$ cat src/lmbp_pkg.sv
package lmbp_pkg;

	localparam int BUFFER_HEADER_WORDS = 6;
	localparam int EVENT_HEADER_WORDS = 3;
	localparam int CHANNEL_HEADER_WORDS = 9;
	localparam int CHANNELS = 16;
	localparam int NUM_OUT = 2;

	localparam logic [1:0] REG_TRACE_CODE = 2'd0;
	localparam logic [1:0] REG_HEADER_CODE = 2'd1;
	localparam logic [1:0] REG_COMPACT_CODE = 2'd2;
	localparam logic [1:0] REG_MAX_CHAN_LEN = 2'd3;

	localparam logic [15:0] ENERGY_CLAMP = 16'd64000;
	localparam logic [15:0] ENERGY_EMPTY = 16'd65535;

	typedef enum logic [2:0] {
		KIND_CHANNEL = 3'd0,
		KIND_EMPTY = 3'd1,
		KIND_TRACE = 3'd2,
		KIND_END = 3'd3,
		KIND_SHORT = 3'd4,
		KIND_OVERRUN = 3'd5,
		KIND_CHANLEN = 3'd6,
		KIND_RUNTASK = 3'd7
	} kind_t;

	typedef enum logic [2:0] {
		PH_LEN,
		PH_HDR,
		PH_EVH,
		PH_FULL,
		PH_COMPACT,
		PH_TRACE
	} phase_t;

	typedef enum logic [1:0] {
		MD_BAD,
		MD_TRACE,
		MD_FULL,
		MD_COMPACT
	} mode_t;

	typedef struct packed {
		logic [2:0] kind;
		logic [5:0] channel;
		logic [31:0] module_res;
		logic [15:0] energy;
		logic [31:0] trig_time;
		logic [31:0] event_time_hi;
		logic [31:0] event_time_lo;
		logic [31:0] run_time0;
		logic [31:0] run_time1;
		logic [31:0] run_time2;
		logic [31:0] payload;
		logic last;
	} rec_t;

endpackage

$ cat src/lmbp_front.sv
module lmbp_front #(
	parameter int BUFFER_HEADER_WORDS = lmbp_pkg::BUFFER_HEADER_WORDS,
	parameter int EVENT_HEADER_WORDS = lmbp_pkg::EVENT_HEADER_WORDS,
	parameter int CHANNEL_HEADER_WORDS = lmbp_pkg::CHANNEL_HEADER_WORDS,
	parameter int CHANNELS = lmbp_pkg::CHANNELS
) (
	input logic clk,
	input logic arst_n,
	input logic cfg_we,
	input logic [1:0] cfg_index,
	input logic [15:0] cfg_data,
	input logic in_valid,
	output logic in_ready,
	input logic [31:0] word,
	output logic push,
	output logic [1:0] push_n,
	output lmbp_pkg::rec_t push_rec0,
	output lmbp_pkg::rec_t push_rec1,
	input logic space
);
	localparam int CW = (CHANNELS > 1) ? $clog2(CHANNELS) : 1;

	logic [11:0] trace_code_q, header_code_q, compact_code_q;
	logic [15:0] max_len_q;

	lmbp_pkg::phase_t phase_q, phase_d;
	lmbp_pkg::mode_t mode_q, mode_d;
	logic [31:0] buf_len_q, buf_len_d;
	logic [32:0] consumed_q, consumed_d;
	logic [31:0] module_q, module_d;
	logic [11:0] run_task_q, run_task_d;
	logic [31:0] rs0_q, rs1_q, rs2_q, rs0_d, rs1_d, rs2_d;
	logic [31:0] et0_q, et1_q, et0_d, et1_d;
	logic [31:0] pattern_q, pattern_d;
	logic [CW-1:0] chan_q, chan_d;
	logic [15:0] chan_len_q, chan_len_d;
	logic [31:0] trig_q, trig_d;
	logic [15:0] sub_q, sub_d;
	logic [31:0] evcnt_q, evcnt_d;
	logic [15:0] energy_q, energy_d;

	logic fire;
	assign in_ready = space;
	assign fire = in_valid && space;

	always_ff @(posedge clk or negedge arst_n) begin
		if (!arst_n) begin
			trace_code_q <= 12'd256;
			header_code_q <= 12'd257;
			compact_code_q <= 12'd259;
			max_len_q <= 16'd10000;
		end else if (cfg_we) begin
			unique case (cfg_index)
				lmbp_pkg::REG_TRACE_CODE: trace_code_q <= cfg_data[11:0];
				lmbp_pkg::REG_HEADER_CODE: header_code_q <= cfg_data[11:0];
				lmbp_pkg::REG_COMPACT_CODE: compact_code_q <= cfg_data[11:0];
				lmbp_pkg::REG_MAX_CHAN_LEN: max_len_q <= cfg_data;
				default: ;
			endcase
		end
	end

	// priority pick of the next hit channel
	function automatic logic find_ch(input logic [31:0] pat, input logic [5:0] start,
			output logic [CW-1:0] ch);
		logic hit;
		hit = 1'b0;
		ch = '0;
		for (int i = CHANNELS - 1; i >= 0; i--) begin
			if (pat[i] && (6'(i) >= start)) begin
				hit = 1'b1;
				ch = CW'(i);
			end
		end
		return hit;
	endfunction

	function automatic lmbp_pkg::rec_t mk(input logic [2:0] k, input logic [5:0] ch,
			input logic [15:0] e, input logic [31:0] t, input logic [31:0] p,
			input logic l, input logic [31:0] md, input logic [31:0] e0,
			input logic [31:0] e1, input logic [31:0] r0, input logic [31:0] r1,
			input logic [31:0] r2);
		lmbp_pkg::rec_t r;
		r.kind = k; r.channel = ch; r.module_res = md; r.energy = e;
		r.trig_time = t; r.event_time_hi = e0; r.event_time_lo = e1;
		r.run_time0 = r0; r.run_time1 = r1; r.run_time2 = r2;
		r.payload = p; r.last = l;
		return r;
	endfunction

	always_comb begin
		logic [CW-1:0] nch;
		logic hit;
		logic [5:0] start;
		logic go_next;
		logic [31:0] evc1;
		logic [15:0] sub1;
		phase_d = phase_q; mode_d = mode_q; buf_len_d = buf_len_q;
		consumed_d = consumed_q; module_d = module_q; run_task_d = run_task_q;
		rs0_d = rs0_q; rs1_d = rs1_q; rs2_d = rs2_q; et0_d = et0_q; et1_d = et1_q;
		pattern_d = pattern_q; chan_d = chan_q; chan_len_d = chan_len_q;
		trig_d = trig_q; sub_d = sub_q; evcnt_d = evcnt_q; energy_d = energy_q;
		push_n = 2'd0;
		push_rec0 = '0;
		push_rec1 = '0;
		go_next = 1'b0;
		start = 6'd0;
		nch = '0;
		hit = 1'b0;
		evc1 = evcnt_q + 32'd1;
		sub1 = sub_q + 16'd1;
		unique case (phase_q)
			lmbp_pkg::PH_LEN: begin
				buf_len_d = word; consumed_d = '0; chan_len_d = '0; trig_d = '0;
				et0_d = '0; et1_d = '0; evcnt_d = '0; sub_d = 16'd1;
				phase_d = lmbp_pkg::PH_HDR;
			end
			lmbp_pkg::PH_HDR: begin
				if (sub_q == 16'd1) module_d = word;
				else if (sub_q == 16'd2) run_task_d = word[11:0];
				else if (sub_q == 16'd3) rs0_d = word;
				else if (sub_q == 16'd4) rs1_d = word;
				else if (sub_q == 16'd5) rs2_d = word;
				sub_d = sub1;
				if (32'(sub1) >= 32'(BUFFER_HEADER_WORDS)) begin
					if (run_task_d == trace_code_q) mode_d = lmbp_pkg::MD_TRACE;
					else if (run_task_d == header_code_q) mode_d = lmbp_pkg::MD_FULL;
					else if (run_task_d == compact_code_q) mode_d = lmbp_pkg::MD_COMPACT;
					else mode_d = lmbp_pkg::MD_BAD;
					sub_d = '0;
					if (buf_len_q <= 32'(BUFFER_HEADER_WORDS)) begin
						push_n = 2'd2;
						push_rec0 = mk(lmbp_pkg::KIND_SHORT, 6'd0, 16'd0, 32'd0, buf_len_q,
							1'b1, module_d, et0_q, et1_q, rs0_d, rs1_d, rs2_d);
						push_rec1 = mk(lmbp_pkg::KIND_END, 6'd0, 16'd0, evcnt_q, buf_len_q,
							1'b1, module_d, et0_q, et1_q, rs0_d, rs1_d, rs2_d);
						phase_d = lmbp_pkg::PH_LEN;
					end else begin
						phase_d = lmbp_pkg::PH_EVH;
					end
				end
			end
			lmbp_pkg::PH_EVH: begin
				consumed_d = consumed_q + 33'd1;
				if (sub_q == 16'd0) pattern_d = word;
				else if (sub_q == 16'd1) et0_d = word;
				else if (sub_q == 16'd2) et1_d = word;
				sub_d = sub1;
				if (32'(sub1) >= 32'(EVENT_HEADER_WORDS)) begin
					if (consumed_d > {1'b0, buf_len_q}) begin
						push_n = 2'd2;
						push_rec0 = mk(lmbp_pkg::KIND_OVERRUN, 6'd0, 16'd0, 32'd0,
							consumed_d[31:0], 1'b1, module_q, et0_d, et1_d, rs0_q, rs1_q, rs2_q);
						push_rec1 = mk(lmbp_pkg::KIND_END, 6'd0, 16'd0, evcnt_q, buf_len_q,
							1'b1, module_q, et0_d, et1_d, rs0_q, rs1_q, rs2_q);
						phase_d = lmbp_pkg::PH_LEN;
					end else if (pattern_d == 32'd0) begin
						push_n = 2'd1;
						push_rec0 = mk(lmbp_pkg::KIND_EMPTY, 6'h3F, lmbp_pkg::ENERGY_EMPTY,
							trig_q, 32'd0, 1'b0, module_q, et0_d, et1_d, rs0_q, rs1_q, rs2_q);
						go_next = 1'b1;
						start = 6'd32;
					end else begin
						go_next = 1'b1;
						start = 6'd0;
					end
				end
			end
			lmbp_pkg::PH_FULL: begin
				consumed_d = consumed_q + 33'd1;
				sub_d = sub1;
				if (sub_q == 16'd0 && word > {16'd0, max_len_q}) begin
					push_n = 2'd2;
					push_rec0 = mk(lmbp_pkg::KIND_CHANLEN, 6'd0, 16'd0, 32'd0, word, 1'b1,
						module_q, et0_q, et1_q, rs0_q, rs1_q, rs2_q);
					push_rec1 = mk(lmbp_pkg::KIND_END, 6'd0, 16'd0, evcnt_q, buf_len_q, 1'b1,
						module_q, et0_q, et1_q, rs0_q, rs1_q, rs2_q);
					phase_d = lmbp_pkg::PH_LEN;
				end else begin
					if (sub_q == 16'd0) chan_len_d = word[15:0];
					else if (sub_q == 16'd1) trig_d = word;
					else if (sub_q == 16'd2)
						energy_d = (word[31:16] != 16'd0) ? lmbp_pkg::ENERGY_CLAMP : word[15:0];
					if (32'(sub1) >= 32'(CHANNEL_HEADER_WORDS)) begin
						push_n = 2'd1;
						push_rec0 = mk(lmbp_pkg::KIND_CHANNEL, 6'(chan_q), energy_d, trig_d,
							32'd0, 1'b0, module_q, et0_q, et1_q, rs0_q, rs1_q, rs2_q);
						if (mode_q == lmbp_pkg::MD_TRACE &&
								32'(chan_len_d) > 32'(CHANNEL_HEADER_WORDS)) begin
							sub_d = '0;
							phase_d = lmbp_pkg::PH_TRACE;
						end else begin
							go_next = 1'b1;
							start = 6'(chan_q) + 6'd1;
						end
					end
				end
			end
			lmbp_pkg::PH_COMPACT: begin
				consumed_d = consumed_q + 33'd1;
				if (sub_q == 16'd0) begin
					trig_d = word;
					sub_d = 16'd1;
				end else begin
					energy_d = (word[31:16] != 16'd0) ? lmbp_pkg::ENERGY_CLAMP : word[15:0];
					push_n = 2'd1;
					push_rec0 = mk(lmbp_pkg::KIND_CHANNEL, 6'(chan_q), energy_d, trig_q,
						32'd0, 1'b0, module_q, et0_q, et1_q, rs0_q, rs1_q, rs2_q);
					go_next = 1'b1;
					start = 6'(chan_q) + 6'd1;
				end
			end
			lmbp_pkg::PH_TRACE: begin
				consumed_d = consumed_q + 33'd1;
				push_n = 2'd1;
				push_rec0 = mk(lmbp_pkg::KIND_TRACE, 6'(chan_q), 16'd0, trig_q, word, 1'b0,
					module_q, et0_q, et1_q, rs0_q, rs1_q, rs2_q);
				sub_d = sub1;
				if (32'(sub1) >= 32'(chan_len_q) - 32'(CHANNEL_HEADER_WORDS)) begin
					go_next = 1'b1;
					start = 6'(chan_q) + 6'd1;
				end
			end
			default: phase_d = lmbp_pkg::PH_LEN;
		endcase

		if (go_next) begin
			hit = find_ch(pattern_d, start, nch);
			sub_d = '0;
			if (hit) begin
				chan_d = nch;
				if (mode_q == lmbp_pkg::MD_BAD) begin
					push_n = push_n + 2'd2;
					push_rec1 = mk(lmbp_pkg::KIND_END, 6'd0, 16'd0, evcnt_q, buf_len_q, 1'b1,
						module_q, et0_d, et1_d, rs0_q, rs1_q, rs2_q);
					push_rec0 = mk(lmbp_pkg::KIND_RUNTASK, 6'd0, 16'd0, 32'd0,
						{20'd0, run_task_q}, 1'b1, module_q, et0_d, et1_d, rs0_q, rs1_q, rs2_q);
					phase_d = lmbp_pkg::PH_LEN;
				end else begin
					phase_d = (mode_q == lmbp_pkg::MD_COMPACT) ? lmbp_pkg::PH_COMPACT
						: lmbp_pkg::PH_FULL;
				end
			end else begin
				evcnt_d = evc1;
				if (consumed_d >= {1'b0, buf_len_q} - 33'(BUFFER_HEADER_WORDS)) begin
					if (push_n == 2'd1) begin
						push_rec1 = mk(lmbp_pkg::KIND_END, 6'd0, 16'd0, evc1, buf_len_q, 1'b1,
							module_q, et0_d, et1_d, rs0_q, rs1_q, rs2_q);
					end else begin
						push_rec0 = mk(lmbp_pkg::KIND_END, 6'd0, 16'd0, evc1, buf_len_q, 1'b1,
							module_q, et0_d, et1_d, rs0_q, rs1_q, rs2_q);
					end
					push_n = push_n + 2'd1;
					phase_d = lmbp_pkg::PH_LEN;
				end else begin
					phase_d = lmbp_pkg::PH_EVH;
				end
			end
		end
	end

	assign push = fire && (push_n != 2'd0);

	always_ff @(posedge clk or negedge arst_n) begin
		if (!arst_n) begin
			phase_q <= lmbp_pkg::PH_LEN; mode_q <= lmbp_pkg::MD_BAD;
			buf_len_q <= '0; consumed_q <= '0; module_q <= '0; run_task_q <= '0;
			rs0_q <= '0; rs1_q <= '0; rs2_q <= '0; et0_q <= '0; et1_q <= '0;
			pattern_q <= '0; chan_q <= '0; chan_len_q <= '0; trig_q <= '0;
			sub_q <= '0; evcnt_q <= '0; energy_q <= '0;
		end else if (fire) begin
			phase_q <= phase_d; mode_q <= mode_d;
			buf_len_q <= buf_len_d; consumed_q <= consumed_d; module_q <= module_d;
			run_task_q <= run_task_d; rs0_q <= rs0_d; rs1_q <= rs1_d; rs2_q <= rs2_d;
			et0_q <= et0_d; et1_q <= et1_d; pattern_q <= pattern_d; chan_q <= chan_d;
			chan_len_q <= chan_len_d; trig_q <= trig_d; sub_q <= sub_d;
			evcnt_q <= evcnt_d; energy_q <= energy_d;
		end
	end
endmodule

$ cat src/lmbp_queue.sv
module lmbp_queue (
	input logic clk,
	input logic arst_n,
	input logic push,
	input logic [1:0] push_n,
	input lmbp_pkg::rec_t push_rec0,
	input lmbp_pkg::rec_t push_rec1,
	output logic space,
	output logic out_valid,
	input logic out_ready,
	output lmbp_pkg::rec_t out_rec
);
	// four-entry ring; space means room for two records
	lmbp_pkg::rec_t mem_q [4];
	logic [1:0] wr_q, rd_q;
	logic [2:0] cnt_q;
	logic pop;

	assign out_valid = cnt_q != 3'd0;
	assign out_rec = mem_q[rd_q];
	assign pop = out_valid && out_ready;
	assign space = cnt_q <= 3'd2;

	always_ff @(posedge clk) begin
		if (push) begin
			mem_q[wr_q] <= push_rec0;
			if (push_n == 2'd2) mem_q[wr_q + 2'd1] <= push_rec1;
		end
	end

	always_ff @(posedge clk or negedge arst_n) begin
		if (!arst_n) begin
			wr_q <= '0; rd_q <= '0; cnt_q <= '0;
		end else begin
			if (push) wr_q <= wr_q + push_n;
			if (pop) rd_q <= rd_q + 2'd1;
			cnt_q <= cnt_q + (push ? {1'b0, push_n} : 3'd0) - {2'd0, pop};
		end
	end
endmodule

$ cat src/list_mode_buffer_parser.sv
// List-mode buffer parser. One input word is accepted per cycle while the output
// queue holds at most two records; each word yields zero to two records, which leave
// one per cycle through a four-entry queue, so the sustained rate is one word per
// cycle unless the consumer stalls. Configuration registers are write-only; the task
// codes take effect at the next buffer header, the channel-length limit on the next check.
module list_mode_buffer_parser #(
	parameter int BUFFER_HEADER_WORDS = lmbp_pkg::BUFFER_HEADER_WORDS,
	parameter int EVENT_HEADER_WORDS = lmbp_pkg::EVENT_HEADER_WORDS,
	parameter int CHANNEL_HEADER_WORDS = lmbp_pkg::CHANNEL_HEADER_WORDS,
	parameter int CHANNELS = lmbp_pkg::CHANNELS
) (
	input logic clk,
	input logic arst_n,
	input logic cfg_we,
	input logic [1:0] cfg_index,
	input logic [15:0] cfg_data,
	input logic in_valid,
	output logic in_ready,
	input logic [31:0] word,
	output logic out_valid,
	input logic out_ready,
	output logic [2:0] kind,
	output logic signed [5:0] channel,
	output logic [31:0] module_res,
	output logic [15:0] energy,
	output logic [31:0] trig_time,
	output logic [31:0] event_time_hi,
	output logic [31:0] event_time_lo,
	output logic [31:0] run_time0,
	output logic [31:0] run_time1,
	output logic [31:0] run_time2,
	output logic [31:0] payload,
	output logic last
);
	logic push, space;
	logic [1:0] push_n;
	lmbp_pkg::rec_t rec0, rec1, orec;

	lmbp_front #(
		.BUFFER_HEADER_WORDS(BUFFER_HEADER_WORDS),
		.EVENT_HEADER_WORDS(EVENT_HEADER_WORDS),
		.CHANNEL_HEADER_WORDS(CHANNEL_HEADER_WORDS),
		.CHANNELS(CHANNELS)
	) u_front (
		.clk, .arst_n, .cfg_we, .cfg_index, .cfg_data, .in_valid, .in_ready, .word,
		.push, .push_n, .push_rec0(rec0), .push_rec1(rec1), .space
	);

	lmbp_queue u_queue (
		.clk, .arst_n, .push, .push_n, .push_rec0(rec0), .push_rec1(rec1), .space,
		.out_valid, .out_ready, .out_rec(orec)
	);

	assign kind = orec.kind;
	assign channel = orec.channel;
	assign module_res = orec.module_res;
	assign energy = orec.energy;
	assign trig_time = orec.trig_time;
	assign event_time_hi = orec.event_time_hi;
	assign event_time_lo = orec.event_time_lo;
	assign run_time0 = orec.run_time0;
	assign run_time1 = orec.run_time1;
	assign run_time2 = orec.run_time2;
	assign payload = orec.payload;
	assign last = orec.last;

	a_no_accept_when_full: assert property (@(posedge clk) disable iff (!arst_n)
		!space |-> !in_ready) else $error("accept with full queue");
	a_error_then_end: assert property (@(posedge clk) disable iff (!arst_n)
		(out_valid && out_ready && last && kind != lmbp_pkg::KIND_END) |=>
		(out_valid && kind == lmbp_pkg::KIND_END)) else $error("error without end");
endmodule

$ cat config.mk
export PLATFORM = sky130hd
export DESIGN_NAME = list_mode_buffer_parser
export DESIGN_NICKNAME = d
export VERILOG_FILES = /design/src/lmbp_pkg.sv /design/src/lmbp_front.sv /design/src/lmbp_queue.sv /design/src/list_mode_buffer_parser.sv
export SDC_FILE = /design/constraint.sdc
export NUM_CORES = 2
export LEC_CHECK = 0
export BUFFER_PORTS_ARGS = -buffer_cell sky130_fd_sc_hd__buf_2
export CELL_PAD_IN_SITES_DETAIL_PLACEMENT = 1
export CELL_PAD_IN_SITES_GLOBAL_PLACEMENT = 1
export CORE_UTILIZATION = 47
export DETAILED_ROUTE_END_ITERATION = 10
export HOLD_SLACK_MARGIN = 0.05
export PLACE_DENSITY_LB_ADDON = 0.1
export SLEW_MARGIN = 40
export SYNTH_ARGS = -nofsm -noshare
export SYNTH_HDL_FRONTEND = slang
export SYNTH_SLANG_ARGS = --single-unit
export TNS_END_PERCENT = 30
$ cat constraint.sdc
create_clock -name clk -period 12 [get_ports clk]
set_input_delay 3.6 -clock clk [delete_from_list [all_inputs] [get_ports clk]]
set_output_delay 3.6 -clock clk [all_outputs]
set_load 0.005 [all_outputs]
==> metrics.md <==
| Metric | Value |
|---|---|
| Status | completed |
| Vias in the first global route | around 63,000 |
| Initial antenna violation count | 19 |
| GPL Wtd Cong | 0.912 |
| CP most frequent cell | ha_1 |
| Worst Clk Skew | roughly 0.037 ns |
| Critical Path Sink Type | flop |
| DRC violation total after the first TritonRoute iteration | 7,076 |
| Synth warn | 0 |
| Max-slew violations | 0 |
| End point of the critical path | u_queue.mem_q[3][133] |
| Rel. slew slack | 38.4% |
| Max Cap Viol | 0 |
| Cts bufs inserted | ~180 |
| Worst setup path class | reg -> reg |
| Placed instance area | roughly 0.086 mm^2 |
| Crit path time final | around 9.5 ns |
| Logic pwr share | 33.8% |
| Fmax | 106 MHz |
| # rows | 152 |
| Clock latency on the worst-skew pair | approximately 0.84 ns |
| CTS tree | yes |
| Core area | 0.172 mm^2 |
| Initial Util | a little under half |
| Layout Cells excl Fill | 8,822 |
| Worst-path maximum fanout | 63 |
| Buf+Inv Stages, Crit Path | 2 |
| FF+latch count, synth | around 1,600 |
| Sw Pwr | just over 7000 uW |
| Antenna Violating Nets Remaining | 0 |
| CP startpoint | u_front.consumed_q[0] |
| Final #Nets | between 6,000 and 7,000 |
| Largest family of logic cells by synthesized area | compound AO/OA/AOI/OAI gates |
| Post-CTS resize count | 0 |
| Total power | approximately 19,000 uW |
| Worst flop-to-flop path startpoint | u_front.consumed_q[0] |
| Largest net degree at the start of global routing | 130 |
| Sw Share | between 30% and 40% |
| CP Depth | 23 |
| R2r setup slk | about 2.5 ns |
| Power Internal | about 12,000 uW |
| Number of synthesized flops with an enable pin | just over 1,000 |
| Slew at the pin closest to its max-slew limit | between 0.9 and 1 ns |
| Cell family with most CP delay | simple AND/OR/NAND/NOR gates |
| Area of the mapped netlist | between 0.08 and 0.09 mm^2 |
| R2R cell count | 23 |
| Synth-to-Final Area Change | 12.4% |
| # IOs | around 340 |
| Unique masters post-synth | 96 |
| Synth Instances | 6,331 |
| Syn Area/Cell | 12.9 um^2 |
| Htree depth | 4 |
| WL per Instance | roughly 34 um |
| Critical Path RT | 12.66 ns |
| Clock power share | 28.5% |
| Residual DRC | 0 |
| Max incr delay on CP | around 0.74 ns |
| Syn_nets | approximately 6,500 |
| Clock sink count | 1,605 |
| Post-synth top area share | between 30% and 40% |
| Post-Synth Adder-Cell Area | 1.83% |
| Synth Area in Compound Gates | a little under 20% |
| Final hold vios | 0 |
| Average vias per placed instance | 7.08 |
| Final Setup Violations | 0 |
| Reg power frac | a little under two fifths |
| Simple-gate portion of the synthesized area | between 5 and 6% |
| Drt pass-1 iters | 8 |
| Port Buf Inserts | about 340 |
| FFs w/ async S/R, synth | ~30% |
| RR Endpoint | u_queue.mem_q[3][133] |
| Post-route clock period utilization | 78.8% |
| HPWL Detailed | 180,000 um |
| Placed Instances | around 8,500 |
| Xor-xnor portion of the synthesized cell area | 1.76% |
| Fin Setup TNS | 0 ns |
| RSZ-0062 raised after global routing | no |
| Slowest cell on the critical path | nor4_2 |
| Hold slack | approximately 0.46 ns |
| Leak | about 0.032 uW |
| Peak VDD IR | roughly 0.00018 V |
| Most used DFF post-synth | edfxtp_1 |
| Crit-path cells | ha_1, and4_1, nand4b_1, nor4_2, nand3_1, xnor2_1, ha_1, nand4_1, nor4_1, and4_1, or3b_2, o211ai_2, nand2_2, nand2_1, inv_1, ha_1, or2_2, nor2_2, mux2_4, buf_4, a221oi_1, a21o_1, o22ai_1 |
| Root Buffer | clkbuf_16 |
| Die width | 419 um |
| Design Area, Final | between 0.09 and 0.1 mm^2 |
| Global Route Usage Sum | 33.8% |
| WP data arrival | ~10 ns |
| Overflow after GRT | 0 |
| Post-synth top area cell | edfxtp_1 |
| CTS clk-pin slew, worst paths | about 0.060 ns |
| CTS max path bufs | 3 |
| Post-CTS Setup Bufs | 0 |
| Synth top area cells | edfxtp_1, dfrtp_1, mux4_2 |
| Mux cell area share after synthesis | a little under an eighth |
| Die Area | between 0.15 and 0.2 mm^2 |
| Die Ht | about 420 um |
| Post-CTS Hold Fix Bufs | 0 |
| Layout cells sized above 1 | between 20 and 25% |
| WL final | between 300,000 and 400,000 um |
| Fill count | between 15,000 and 20,000 |
| Worst hold path class | reg -> reg |
| Global-route wire length before repair | 438,000 um |
| Register area share after synthesis | a little under three fifths |
| Routed via count | 62,400 |
| Pwr per Cell Area | between 200 and 250 mW/mm^2 |
| Critical Path Start Type | flop |
power by group through the flow:
stage / clock [uW] / sequential, uW / combinational [uW]
after floorplan: 0 / 7000 / 4060
after global placement: 0 / 7350 / 6380
after detailed placement: 0 / 7400 / 6490
after CTS: 5600 / 7290 / 6520
after global routing: 5780 / 7390 / 6940
final: 5530 / 7320 / 6560
how the worst min path moves through the flow:
stage	end	cells after the start	from
global placement	u_queue.mem_q[2][232]	1	u_queue.mem_q[2][232]
finish	u_queue.mem_q[2][227]	1	u_queue.mem_q[2][227]
global route	u_queue.mem_q[3][229]	1	u_queue.mem_q[3][229]
floorplan	u_queue.mem_q[2][225]	1	u_queue.mem_q[2][225]
CTS	u_queue.mem_q[2][227]	1	u_queue.mem_q[2][227]
detailed placement	u_queue.mem_q[2][235]	1	u_queue.mem_q[2][235]
per-stage QoR:
stage | util (%) | setup slack, ns
after global placement | 49.8 | 1.83
after detailed placement | 49.9 | 1.91
after CTS | 53.3 | 2.44
final | 53.3 | 2.55
after global routing | 53.3 | 2.34
after floorplan | - | 1.57
per-layer routing:
layer	vias to the layer above	share of wire [%]	global-route usage (%)
met5	-	0.012	0
met4	4	3.8	13.1
met3	569	8.8	6.45
met2	3198	47	54.1
met1	32900	40	45.5
li1	25800	-	-
cell families after synthesis:
family	after synthesis
simple gates	1025
fa+ha+maj	119
xor+xnor	164
compound gates	2035
buf+inv	815
flops	1605
mux	568
final cells by class:
class / count / area (um^2) / area share [%]
tap: 2310 / 2890 / 3.15
inverter: 102 / 413 / 0.450
clock inverter: 78 / 778 / 0.849
sequential: 1605 / 44900 / 49.0
clock buffer: 258 / 5040 / 5.50
antenna: 6 / 15.0 / 0.0164
timing repair buffer: 552 / 3770 / 4.11
multi-input combinational: 3911 / 33800 / 36.9
registers in the layout (all words and copies together), names as in the netlist, 3 cells and up:
| register | cells |
|---|---|
| u_queue.mem_q | 1124 |
| u_front.consumed_q | 33 |
| u_front.buf_len_q | 32 |
| u_front.et0_q | 32 |
| u_front.et1_q | 32 |
| u_front.evcnt_q | 32 |
| u_front.module_q | 32 |
| u_front.pattern_q | 32 |
| u_front.rs0_q | 32 |
| u_front.rs1_q | 32 |
| u_front.rs2_q | 32 |
| u_front.trig_q | 32 |
| u_front.chan_len_q | 16 |
| u_front.energy_q | 16 |
| u_front.max_len_q | 16 |
| u_front.sub_q | 16 |
| u_front.compact_code_q | 12 |
| u_front.header_code_q | 12 |
| u_front.run_task_q | 12 |
| u_front.trace_code_q | 12 |
| u_front.chan_q | 4 |
| u_front.phase_q | 3 |
| u_queue.cnt_q | 3 |
synth_stat cells, drive strengths merged, types with 7 or more instances:
master,n
o211ai,15
or3,11
dfstp,11
mux2,254
o2bb2ai,123
a31oi,7
o31ai,26
or4,7
a21o,73
a221o,15
o22ai,420
a211oi,10
mux2i,33
dfrtp,470
or2,8
and3,35
nor2b,12
xnor2,130
clkbuf,475
ha,118
a21oi,98
a22oi,166
nand4,39
edfxtp,1036
dfxtp,88
inv,102
nor2,190
a221oi,104
nand3b,8
xor2,34
o21ai,234
nor4,52
and4,12
nor3,51
and2,22
nand2b,14
nand2,431
a22o,103
mux4,281
o21a,12
a32o,575
nand3,119
o21bai,10
buf,238
cells in the final DEF (no fill, tap or decap), drive strengths merged, types with 22 or more instances in the layout:
cell type	instances
a21o	73
a21oi	98
a221oi	104
a22o	103
a22oi	166
a32o	575
and2	22
and3	35
buf	551
clkbuf	259
clkinv	58
dfrtp	470
dfxtp	88
edfxtp	1036
ha	118
inv	105
mux2	254
mux2i	33
mux4	281
nand2	431
nand3	119
nand4	39
nor2	190
nor3	51
nor4	52
o21ai	234
o22ai	420
o2bb2ai	123
o31ai	26
xnor2	130
xor2	34
Note: power is estimated with default switching activity, not from simulation.
